--- config.mk ---
export PLATFORM = sky130hd
export DESIGN_NAME = spsp_queue
export DESIGN_NICKNAME = d
export VERILOG_FILES = /design/src/spsp_pkg.sv /design/src/spsp_queue.sv
export SDC_FILE = /design/constraint.sdc
export NUM_CORES = 1
export LEC_CHECK = 0
export ABC_AREA = 1
export BUFFER_PORTS_ARGS = -buffer_cell sky130_fd_sc_hd__buf_2
export CORE_MARGIN = 2
export CORE_UTILIZATION = 45
export DETAILED_ROUTE_END_ITERATION = 8
export PLACE_DENSITY_LB_ADDON = 0.15
export SYNTH_ARGS = -nofsm -noshare
export SYNTH_HDL_FRONTEND = slang
export SYNTH_SLANG_ARGS = --single-unit
--- constraint.sdc ---
create_clock -name i_clk -period 9.06 [get_ports i_clk]
set_clock_uncertainty 0.2 [all_clocks]
set_input_delay 1.359 -clock i_clk [delete_from_list [all_inputs] [get_ports i_clk]]
set_output_delay 1.359 -clock i_clk [all_outputs]
set_load 0.02 [all_outputs]
--- src/spsp_pkg.sv ---
// Shared types and widths for the sprite projection setup block.
// Depends on nothing; every other file but spsp_div imports it.
package spsp_pkg;

    // Default tile size in world units
    localparam int TILE_UNITS_DEF = 64;
    // Widths sized for the largest tile size (256 units)
    localparam int TILE_W  = 9;
    localparam int NX_W    = 18;            // relative position, signed
    localparam int PR_W    = 34;            // position * vector product
    localparam int DP_W    = 32;            // vector * vector product
    localparam int DET_W   = 33;            // determinant
    localparam int TY_W    = 35;            // transformed x / y numerators
    localparam int TM_W    = 34;            // |tyn|
    localparam int SUM_W   = 36;            // tyn + txn
    localparam int DNUM_W  = TM_W + 22;     // depth dividend
    localparam int DDEN_W  = 32 + TILE_W;   // depth divisor
    localparam int CNUM_W  = SUM_W + 12;    // center dividend
    localparam int CDEN_W  = TM_W;          // center divisor
    localparam int DEPTH_QW  = 16;
    localparam int CENTER_QW = 17;
    localparam int SIZE_QW   = 13;

    // Register indexes
    localparam logic [2:0] REG_CAM_POS_X = 3'd0;
    localparam logic [2:0] REG_CAM_POS_Y = 3'd1;
    localparam logic [2:0] REG_DIR_X     = 3'd2;
    localparam logic [2:0] REG_DIR_Y     = 3'd3;
    localparam logic [2:0] REG_PLANE_X   = 3'd4;
    localparam logic [2:0] REG_PLANE_Y   = 3'd5;
    localparam logic [2:0] REG_SCREEN_W  = 3'd6;
    localparam logic [2:0] REG_SCREEN_H  = 3'd7;

    typedef struct packed {
        logic [7:0] sprite_tile_x;
        logic [7:0] sprite_tile_y;
        logic       last_sprite;
    } t_item;

    typedef struct packed {
        logic               visible;
        logic [15:0]        depth;
        logic signed [15:0] center_column;
        logic [12:0]        size_px;
        logic [12:0]        start_column;
        logic [12:0]        end_column;
        logic [12:0]        start_row;
        logic [12:0]        end_row;
        logic               frame_done;
    } t_result;

    typedef struct packed {
        logic [15:0] cam_pos_x;
        logic [15:0] cam_pos_y;
        logic [15:0] dir_x;
        logic [15:0] dir_y;
        logic [15:0] plane_x;
        logic [15:0] plane_y;
        logic [12:0] screen_width;
        logic [12:0] screen_height;
    } t_cfg;

    // Classified sprite handed from front to back
    typedef struct packed {
        logic              frame_done;
        logic              ok;         // det nonzero, sprite in front
        logic              neg;        // center quotient is negative
        logic [DNUM_W-1:0] dnum;
        logic [DDEN_W-1:0] dden;
        logic [CNUM_W-1:0] cnum;
        logic [CDEN_W-1:0] cden;
    } t_work;

endpackage

--- src/spsp_queue.sv ---
// Two-entry queue between front and back.
// Uses spsp_pkg for the item type.
module spsp_queue
    import spsp_pkg::*;
(
    input  logic  i_clk,
    input  logic  i_rst_n,
    input  logic  i_push,
    input  t_work i_work,
    input  logic  i_pop,
    output logic  o_valid,
    output logic  o_full,
    output t_work o_work
);
    t_work      r_mem [2];
    logic       r_wr, r_rd;
    logic [1:0] r_cnt;
    logic       w_pop;

    assign w_pop = i_pop && (r_cnt != 2'd0);

    always_ff @(posedge i_clk) begin
        if (i_push) begin
            r_mem[r_wr] <= i_work;
        end
    end

    always_ff @(posedge i_clk) begin
        if (!i_rst_n) begin
            r_wr  <= 1'b0;
            r_rd  <= 1'b0;
            r_cnt <= '0;
        end else begin
            if (i_push) r_wr <= ~r_wr;
            if (w_pop)  r_rd <= ~r_rd;
            r_cnt <= r_cnt + 2'(i_push) - 2'(w_pop);
        end
    end

    assign o_valid = r_cnt != 2'd0;
    assign o_full  = r_cnt == 2'd2;
    assign o_work  = r_mem[r_rd];
endmodule

==> Word level (Yosys, flattened, before mapping) <==
Memory sizes are Yosys's and may differ from the RTL's. A register that Yosys moved wholly into a read port is not among the register bits.
Index checks and enable logic that the tools add are counted.
{ "classes": {"n_reduce_logical": 2, "shifts": 0, "muxes": 4, "addsub": 2, "order_cmp": 0, "eq_ne": 1, "multipliers": 0, "n_div": 0, "n_bitwise": 2} }
{ "op_table": {"columns": ["operator", "count"], "rows": [
  ["$mux W1", 4],
  ["$add A2 B1 Y2", 1],
  ["$eq A2 B2 Y1 const B", 1],
  ["$not A1 Y1", 2],
  ["$reduce_bool A2 Y1", 1],
  ["$sub A2 B1 Y2", 1],
  ["$logic_and A1 B1 Y1", 1]
]} }
{ "totals": {"output_inout_bits": 184, "mem_count": 1, "latchBits": 0, "ramBits": 364, "rom_bits": 0, "wordCells": 15, "regBits": 4, "in_bits": 186} }
{ "memory_table": {"columns": ["name", "depth", "word_bits", "read_ports", "rd_ports_with_merged_regs", "wr", "line", "source"], "rows": [
  ["r_mem", 2, 182, 1, 1, 1, "spsp_queue.sv:15", "t_work r_mem [2];"]
]} }

==> Depth between registers and ports, before layout <==
Gate-level depths: netlist (run 1).
{ "logic_depth": {"ltp_word": 4, "mapped_depth": 10, "depth_no_buf": 10} }

==> Worst setup path after synthesis (run 1) <==
Ideal clock, no wire load.
{ "synth_timing": {"kind": "input -> register", "startpoint": "input i_push", "endpoint": "memory r_mem[0][0] in the netlist's numbering, enable pin", "setup_time_ns": 0.732, "path_buffers": 0, "slack_ns": -0.877, "arrival_time_ns": 9.006, "t_required_ns": 8.128, "cell_stages": 2, "path_cell_list": "inv_1 > nor2_1"} }
{ "synth_via": {"elab_chain_len": 2} }
{ "synth_rtl": {"columns": ["item", "line", "source"], "rows": [
  ["from (decl)", "spsp_queue.sv:8", "input logic i_push,"],
  ["$mux W1", "spsp_queue.sv:23", "if (i_push) begin"],
  ["$mux W1 (implied by the code)", "spsp_queue.sv:24", "r_mem[r_wr] <= i_work;"],
  ["to (decl)", "spsp_queue.sv:15", null]
]} }
No other way between the ends.

==> flow_metrics.env, run 1 <==
export IMPL_antenna_found_initial=7
export IMPL_vdd_drop_max_uv=175
export IMPL_vias=6891
export IMPL_cts_sinks=369
export IMPL_met3_length_um=2910
export IMPL_grt_overflow=0
export IMPL_placed_cell_area_sq_um=15600
export IMPL_worst_path_buf_inv=2
export IMPL_hold_slack_ns=0.317
export IMPL_htree_levels=2
export IMPL_dp_hpwl_um=18200
export IMPL_numPortBuffers=369
export IMPL_start_util=0.456
export IMPL_post_synth_top_count_cell="edfxtp_1"
export IMPL_fin_crit_sh=0.491
export IMPL_p_per_area_nw_per_um2=258
export IMPL_cts_clk_slew_worst_paths_ns=0.06
export IMPL_core_region_area_sq_um=29600
export IMPL_drcViolationCount=0
export IMPL_r2r_slack_ns=6.35
export IMPL_wl_per_cell_um=19.1
export IMPL_synth_distinct_cells=11
export IMPL_first_iter_violations=352
export IMPL_synth_edf_count=364
export IMPL_slowest_stage="dfxtp_4"
export IMPL_cts_resized=0
export IMPL_hold_path_class="register to register"
export IMPL_synth_area_leader_cell="edfxtp_1"
export IMPL_netlist_area_leader_share=0.811
export IMPL_dr_pass1_iters=4
export IMPL_numCtsBuffers=39
export IMPL_min_path_cells=2
export IMPL_grt_use_total=0.164
export IMPL_final_design_area_no_fill_sq_um=16800
export IMPL_finalSetupViolations=0
export IMPL_finalSetupTns_ns=0
export IMPL_fillers=2355
export IMPL_vias_per_cell=4.85
export IMPL_grt_pass1_wl_um=38800
export IMPL_area_growth_pct=24.7
export IMPL_clockRootBuffer="clkbuf_16"
export IMPL_crit_chain="buf_4, mux2_2, buf_2"
export IMPL_cts_setup_buffers=0
export IMPL_highest_layer="met5"
export IMPL_tightest_slew_ns=1.03
export IMPL_async_flop_share=0
export IMPL_dieArea_sq_um=31400
export IMPL_rows=63
export IMPL_crit_fanout=65
export IMPL_criticalPathCategory="register to output port"
export IMPL_met1_length_um=10300
export IMPL_critPathMaxStageDelay_ns=0.95
export IMPL_cap_viol_max_count=0
export IMPL_synth_seq_area_share=0.818
export IMPL_avgSynthCellArea_sq_um=22.4
export IMPL_endpoint_kind="output port"
export IMPL_nets=1187
export IMPL_grt_setup_unrepaired="false"
export IMPL_slew_headroom=0.313
export IMPL_drive_above_1_share=0.594
export IMPL_critPathLaunchType="register"
export IMPL_wl_met2_um=13000
export IMPL_first_global_vias=7048
export IMPL_min_from="r_rd"
export IMPL_maxSlewViolCount=0
export IMPL_leakagePower_nw=6.29
export IMPL_power_mw=4.34
export IMPL_r2r_start="r_wr"
export IMPL_wl_um=27100
export IMPL_cp_top_family="flip-flops"
export IMPL_synth_top_flop_cell="edfxtp_1"
export IMPL_synth_common_cells="edfxtp_1 (364), mux2_2 (182), clkbuf_8 (17)"
export IMPL_rr_endpoint="r_mem[0][164]"
export IMPL_ys_ff_latch=369
export IMPL_yosys_top_cells_area="edfxtp_1 (81%), mux2_2 (15%), clkbuf_8 (1.7%)"
export IMPL_fmax_mhz=225
export IMPL_clkLatencyLatePin_ns=0.51
export IMPL_fin_crit_ns=4.45
export IMPL_drtAntennaViolNets=0
export IMPL_pin_count=370
export IMPL_dieWidth_um=177
export IMPL_synth_warnings=0
export IMPL_status="complete, no violations"
export IMPL_chipHeight_um=177
export IMPL_routabilityCongestion=0.755
export IMPL_cts_buffer_depth=3
export IMPL_cts_tree="built"
export IMPL_grt_max_degree=75
export IMPL_hold_violations=0
export IMPL_syn_num_nets=790
export IMPL_hold_buffers=0
export IMPL_syn_inst=602
export IMPL_cp_required_ns=7.50
export IMPL_ff2ff_path_depth=3
export IMPL_cp_arrival_ns=2.89
export IMPL_syn_cell_area_sq_um=13500
layer usage:
metal	up-vias	track usage
met5	-	0
met4	8	0.0647
met3	69	0.0694
met2	294	0.272
met1	3334	0.190
li1	3186	-
area by class of cell:
cell class | count | area (sq um) | share of cell area
sequential | 369 | 11000 | 0.656
multi-input combinational | 205 | 2160 | 0.129
timing repair buffer | 376 | 1900 | 0.113
clock buffer | 51 | 1060 | 0.0632
tap | 390 | 488 | 0.0290
clock inverter | 17 | 125 | 0.00744
inverter | 8 | 35.0 | 0.00208
antenna | 5 | 12.5 | 0.000744
cell families (layout without fill, tap and decap cells):
kind of cell    after synthesis  count (layout)  synth area share
fa+ha+maj                     2               2           0.00186
simple gates                 20              20           0.00575
mux                         182             182             0.152
flops                       369             369             0.818
buf+inv                      28             452            0.0221
other cells                   0               5                 0
compound gates                1               1          0.000371
worst max-delay path by stage:
stage	end	depth (start not counted)	slack, ns
finish	o_work[0]	3	4.61
global placement	o_work[0]	3	5.09
floorplan	r_mem[0][0]	2	2.30
detailed placement	o_work[0]	3	5.08
global route	o_work[168]	3	4.40
CTS	o_work[0]	3	4.53
report_power, final:
group | switching (mW) | internal [mW]
Clock | 0.595 | 0.878
Sequential | 0.0582 | 1.99
Combinational | 0.481 | 0.346
Total | 1.13 | 3.21
state kept, by name, summed over array words and instances (netlist names), named ones only:
name,count
r_wr,1
r_cnt,2
r_mem,364
r_rd,1
tightest hold or removal path, stage by stage (launching register included):
cell     delay [ns]
dfxtp_1        0.34
nor2_1         0.06
nor2_1         0.08
stage by stage:
| step | utilization | setup WS (ns) | cells |
|---|---|---|---|
| 6_report | 0.569 | 4.61 | 1421 |
| 2_1_floorplan | - | 2.30 | 602 |
| 4_1_cts | 0.569 | 4.53 | 1416 |
| 3_5_place_dp | 0.528 | 5.08 | 1348 |
| 5_1_grt | 0.569 | 4.40 | 1417 |
| 3_3_place_gp | 0.528 | 5.09 | 1348 |
cells in the final DEF, fill, tap and decap left out:
master,count
inv_1,7
nor2_1,9
nand2_1,8
buf_2,369
nor2_4,1
clkbuf_1,10
mux2_2,182
inv_6,1
dfxtp_4,1
ha_1,2
clkinv_1,10
clkbuf_16,41
bufinv_16,2
diode_2,5
clkinv_2,4
clkinvlp_4,1
edfxtp_1,364
a21oi_1,1
nand3_1,2
buf_4,7
dfxtp_1,4
(Power assumes the default switching activity.)
==> inputs of run 2 (changes only) <==
==> constraint.sdc (replaced) <==
create_clock -name i_clk -period 4.17 [get_ports i_clk]
set_clock_uncertainty 0.2 [all_clocks]
set_input_delay 0.6255 -clock i_clk [delete_from_list [all_inputs] [get_ports i_clk]]
set_output_delay 0.6255 -clock i_clk [all_outputs]
set_load 0.02 [all_outputs]
==> flow_metrics.env, run 2 (synthesis gave the netlist of run 1 again) <==
export IMPL_maxSlewViolCount=0
export IMPL_fin_crit_sh=0.753
export IMPL_pin_count=370
export IMPL_tightest_slew_ns=0.984
export IMPL_numCtsBuffers=39
export IMPL_slowest_stage="dfxtp_4"
export IMPL_wl_per_cell_um=18.7
export IMPL_dr_pass1_iters=4
export IMPL_clockRootBuffer="clkbuf_16"
export IMPL_numPortBuffers=369
export IMPL_top_register="r_mem"
export IMPL_routabilityCongestion=0.751
export IMPL_first_iter_violations=331
export IMPL_layout_commonest_cell="buf_2"
export IMPL_vias=6862
export IMPL_hold_path_class="input port to register"
export IMPL_cts_setup_buffers=0
export IMPL_nets=1189
export IMPL_dieArea_sq_um=31400
export IMPL_endpoint_kind="output port"
export IMPL_final_design_area_no_fill_sq_um=16900
export IMPL_criticalPathCategory="register to output port"
export IMPL_start_util=0.456
export IMPL_chipHeight_um=177
export IMPL_clkLatencyLatePin_ns=0.50
export IMPL_grt_overflow=0
export IMPL_cts_tree="built"
export IMPL_hold_buffers=0
export IMPL_rows=63
export IMPL_first_global_vias=7033
export IMPL_core_region_area_sq_um=29600
export IMPL_area_growth_pct=25.3
export IMPL_finalSetupTns_ns=0
export IMPL_cp_arrival_ns=2.31
export IMPL_crit_chain="buf_4, mux2_2, buf_2"
export IMPL_cts_sinks=369
export IMPL_crit_fanout=50
export IMPL_grt_pass1_wl_um=38700
export IMPL_grt_max_degree=99
export IMPL_largest_register_ffs=364
export IMPL_cp_top_family="flip-flops"
export IMPL_fin_crit_ns=3.14
export IMPL_mostFrequentLayoutCells="buf_2 (369), edfxtp_1 (364), mux2_2 (182)"
export IMPL_cts_buffer_depth=3
export IMPL_dp_hpwl_um=17400
export IMPL_critPathLaunchType="register"
export IMPL_hold_violations=0
export IMPL_finalSetupViolations=0
export IMPL_placed_cell_area_sq_um=15700
export IMPL_antenna_found_initial=9
export IMPL_grt_setup_unrepaired="false"
export IMPL_drtAntennaViolNets=0
export IMPL_worst_path_buf_inv=2
export IMPL_cap_viol_max_count=0
export IMPL_status="complete, no violations"
export IMPL_drcViolationCount=0
export IMPL_wl_um=26700
export IMPL_fmax_mhz=318
export IMPL_vdd_drop_max_uv=315
export IMPL_grt_use_total=0.162
export IMPL_cts_clk_slew_worst_paths_ns=0.06
export IMPL_htree_levels=2
export IMPL_drive_above_1_share=0.595
export IMPL_reg_top3="r_mem: 364 flops, r_cnt: 2 flops"
export IMPL_vias_per_cell=4.80
export IMPL_leakagePower_nw=6.31
export IMPL_cp_required_ns=3.34
export IMPL_critPathMaxStageDelay_ns=0.86
export IMPL_p_per_area_nw_per_um2=557
export IMPL_slew_headroom=0.344
export IMPL_cts_resized=0
export IMPL_dieWidth_um=177
## run 2: where the power goes
| part | switching (mW) | total (mW) | internal [mW] |
|---|---|---|---|
| combinational | 1.08 | 1.86 | 0.785 |
| sequential | 0.108 | 4.42 | 4.31 |
| clock | 1.29 | 3.14 | 1.85 |
| total | 2.48 | 9.42 | 6.94 |
## run 2: layout make-up
class	instances	area (sq um)
tap	390	488
clock inverter	19	109
clock buffer	50	1060
fill	2361	12700
sequential	369	11000
antenna	10	25.0
timing repair buffer	378	1990
inverter	8	33.8
multi-input combinational	205	2160
## run 2: worst paths after layout
path / cells past startpoint / from / slack, ns / endpoint
worst max-delay path: 3 / register / 1.03 / o_work[35]
worst min-delay path: 1 / i_work[22] / 0.10 / r_mem[0][22]
worst max register to register: 3 / r_wr / 1.94 / r_mem[1][14]
worst min register to register: 2 / r_rd / 0.30 / register
## run 2: metrics by stage
step | util | hold WS [ns] | power (mW) | instances | worst slack (ns)
6_report | 0.572 | 0.103 | 9.42 | 1429 | 1.03
5_1_grt | 0.571 | 0.0842 | 9.80 | 1419 | 0.883
4_1_cts | 0.571 | 0.0763 | 9.55 | 1419 | 0.951
3_5_place_dp | 0.531 | 0.292 | 6.39 | 1350 | 1.50
3_3_place_gp | 0.531 | 0.285 | 6.38 | 1350 | 1.52
2_1_floorplan | - | 0.267 | 5.82 | 602 | 0.144
## run 2: per-layer routing
metal | part of all wire | global-route usage | up-vias
li1 | - | - | 3203
met1 | 0.39 | 0.195 | 3301
met2 | 0.46 | 0.260 | 300
met3 | 0.12 | 0.0775 | 50
met4 | 0.020 | 0.0461 | 8
met5 | 0.0018 | 0 | -
## run 2: worst register-to-register path: cells and delay by family (launching register included)
kind / cells / cell delay, ns
and+or+nand+nor: 1 / 0.12
DFF: 1 / 0.39
buffers and inverters: 2 / 1.08
==> inputs of run 3 (changes only) <==
==> constraint.sdc (replaced) <==
create_clock -name i_clk -period 2.81 [get_ports i_clk]
set_clock_uncertainty 0.2 [all_clocks]
set_input_delay 0.4215 -clock i_clk [delete_from_list [all_inputs] [get_ports i_clk]]
set_output_delay 0.4215 -clock i_clk [all_outputs]
set_load 0.02 [all_outputs]
==> flow_metrics.env, run 3 (synthesis gave the netlist of run 1 again) <==
export IMPL_grt_max_degree=93
export IMPL_dieArea_sq_um=31400
export IMPL_fin_crit_ns=2.58
export IMPL_status="complete, no violations"
export IMPL_first_global_vias=7840
export IMPL_maxSlewViolCount=0
export IMPL_pin_count=370
export IMPL_cts_buffer_depth=3
export IMPL_largest_register_ffs=364
export IMPL_cts_clk_slew_worst_paths_ns=0.06
export IMPL_crit_fanout=72
export IMPL_vias_per_cell=4.73
export IMPL_chipHeight_um=177
export IMPL_cp_required_ns=2.19
export IMPL_grt_pass1_wl_um=40800
export IMPL_criticalPathCategory="register to output port"
export IMPL_drtAntennaViolNets=0
export IMPL_fillers=2156
export IMPL_vdd_drop_max_uv=712
export IMPL_met3_length_um=2690
export IMPL_grt_overflow=0
export IMPL_slew_headroom=0.639
export IMPL_wl_um=27900
export IMPL_mostFrequentLayoutCells="buf_2 (369), edfxtp_1 (364), dlygate4sd3_1 (183)"
export IMPL_cts_resized=0
export IMPL_first_iter_violations=455
export IMPL_hold_path_class="input port to register"
export IMPL_cp_arrival_ns=1.96
export IMPL_ff_latch_area_sq_um=11000
export IMPL_wl_per_cell_um=17.4
export IMPL_dp_hpwl_um=16900
export IMPL_leakagePower_nw=7.09
export IMPL_vias=7574
export IMPL_fin_crit_sh=0.917
export IMPL_highest_layer="met4"
export IMPL_endpoint_kind="output port"
export IMPL_layout_commonest_cell="buf_2"
export IMPL_dr_pass1_iters=4
export IMPL_antenna_found_initial=1
export IMPL_drive_above_1_share=0.508
export IMPL_met1_length_um=11300
export IMPL_htree_levels=2
export IMPL_grt_setup_unrepaired="false"
export IMPL_cts_sinks=369
export IMPL_routabilityCongestion=0.716
export IMPL_cts_tree="built"
export IMPL_finalSetupViolations=0
export IMPL_cts_setup_buffers=0
export IMPL_critPathLaunchType="register"
export IMPL_finalSetupTns_ns=0
export IMPL_fmax_mhz=388
export IMPL_finalNonFillerCells=1601
export IMPL_multi_input_comb_area_sq_um=2180
export IMPL_numCtsBuffers=39
export IMPL_rows=63
export IMPL_area_growth_pct=39.2
export IMPL_cap_viol_max_count=0
export IMPL_clkLatencyLatePin_ns=0.51
export IMPL_nets=1373
export IMPL_dpl_cell_count=1351
export IMPL_tightest_slew_ns=0.541
export IMPL_wl_met2_um=13200
export IMPL_drcViolationCount=0
export IMPL_numPortBuffers=369
export IMPL_start_util=0.456
export IMPL_p_per_area_nw_per_um2=761
export IMPL_reg_top3="r_mem: 364 flops, r_cnt: 2 flops"
export IMPL_hold_violations=0
export IMPL_top_register="r_mem"
export IMPL_dieWidth_um=177
export IMPL_grt_use_total=0.168
export IMPL_core_region_area_sq_um=29600
export IMPL_clockRootBuffer="clkbuf_16"
## run 3: per-stage QoR
stage | instance area [sq um] | util | power, mW | hold WS, ns | worst slack [ns]
global route | 18800 | 0.635 | 14.8 | 0.0553 | 0.143
global placement | 15700 | 0.533 | 9.44 | 0.287 | 0.751
finish | 18800 | 0.635 | 14.3 | 0.0389 | 0.232
CTS | 18800 | 0.635 | 14.4 | 0.0189 | 0.216
detailed placement | 15700 | 0.533 | 9.45 | 0.292 | 0.760
floorplan | 13500 | - | 8.64 | 0.267 | -0.952
## run 3: worst paths after layout
check	startpoint	end	slack, ns	cells past startpoint
min	i_pop	r_rd	0.04	4
max	register	o_work[177]	0.23	3
min reg2reg	r_rd	r_rd	0.30	2
max reg2reg	r_wr	r_mem[1][173]	1.08	3
## run 3: per-layer routing
layer / up-vias / track usage
met5: - / 0
met4: 0 / 0.0565
met3: 56 / 0.0608
met2: 309 / 0.281
met1: 3649 / 0.202
li1: 3560 / -
## run 3: layout make-up
cell class	count	area share
multi-input combinational	205	0.116
antenna	1	0.000133
clock buffer	50	0.0565
tap	390	0.0260
inverter	8	0.00247
sequential	369	0.588
clock inverter	16	0.00673
timing repair buffer	562	0.204
## run 3: where the power goes
part,total [mW],switching [mW],internal (mW)
registers,6.49,0.0908,6.40
logic,3.04,1.71,1.32
clock network,4.75,1.92,2.83
total,14.3,3.73,10.5
## run 3: critical path, cell delays in order (launching register included)
cell and delay (ns):
dfxtp_4 0.44, buf_12 0.35, mux2_2 0.41, buf_2 0.16
## run 3: repair_timing
action	CTS	global route
hold endpoints to repair	369	0
setup endpoints to repair	0	0
hold buffers	183	0
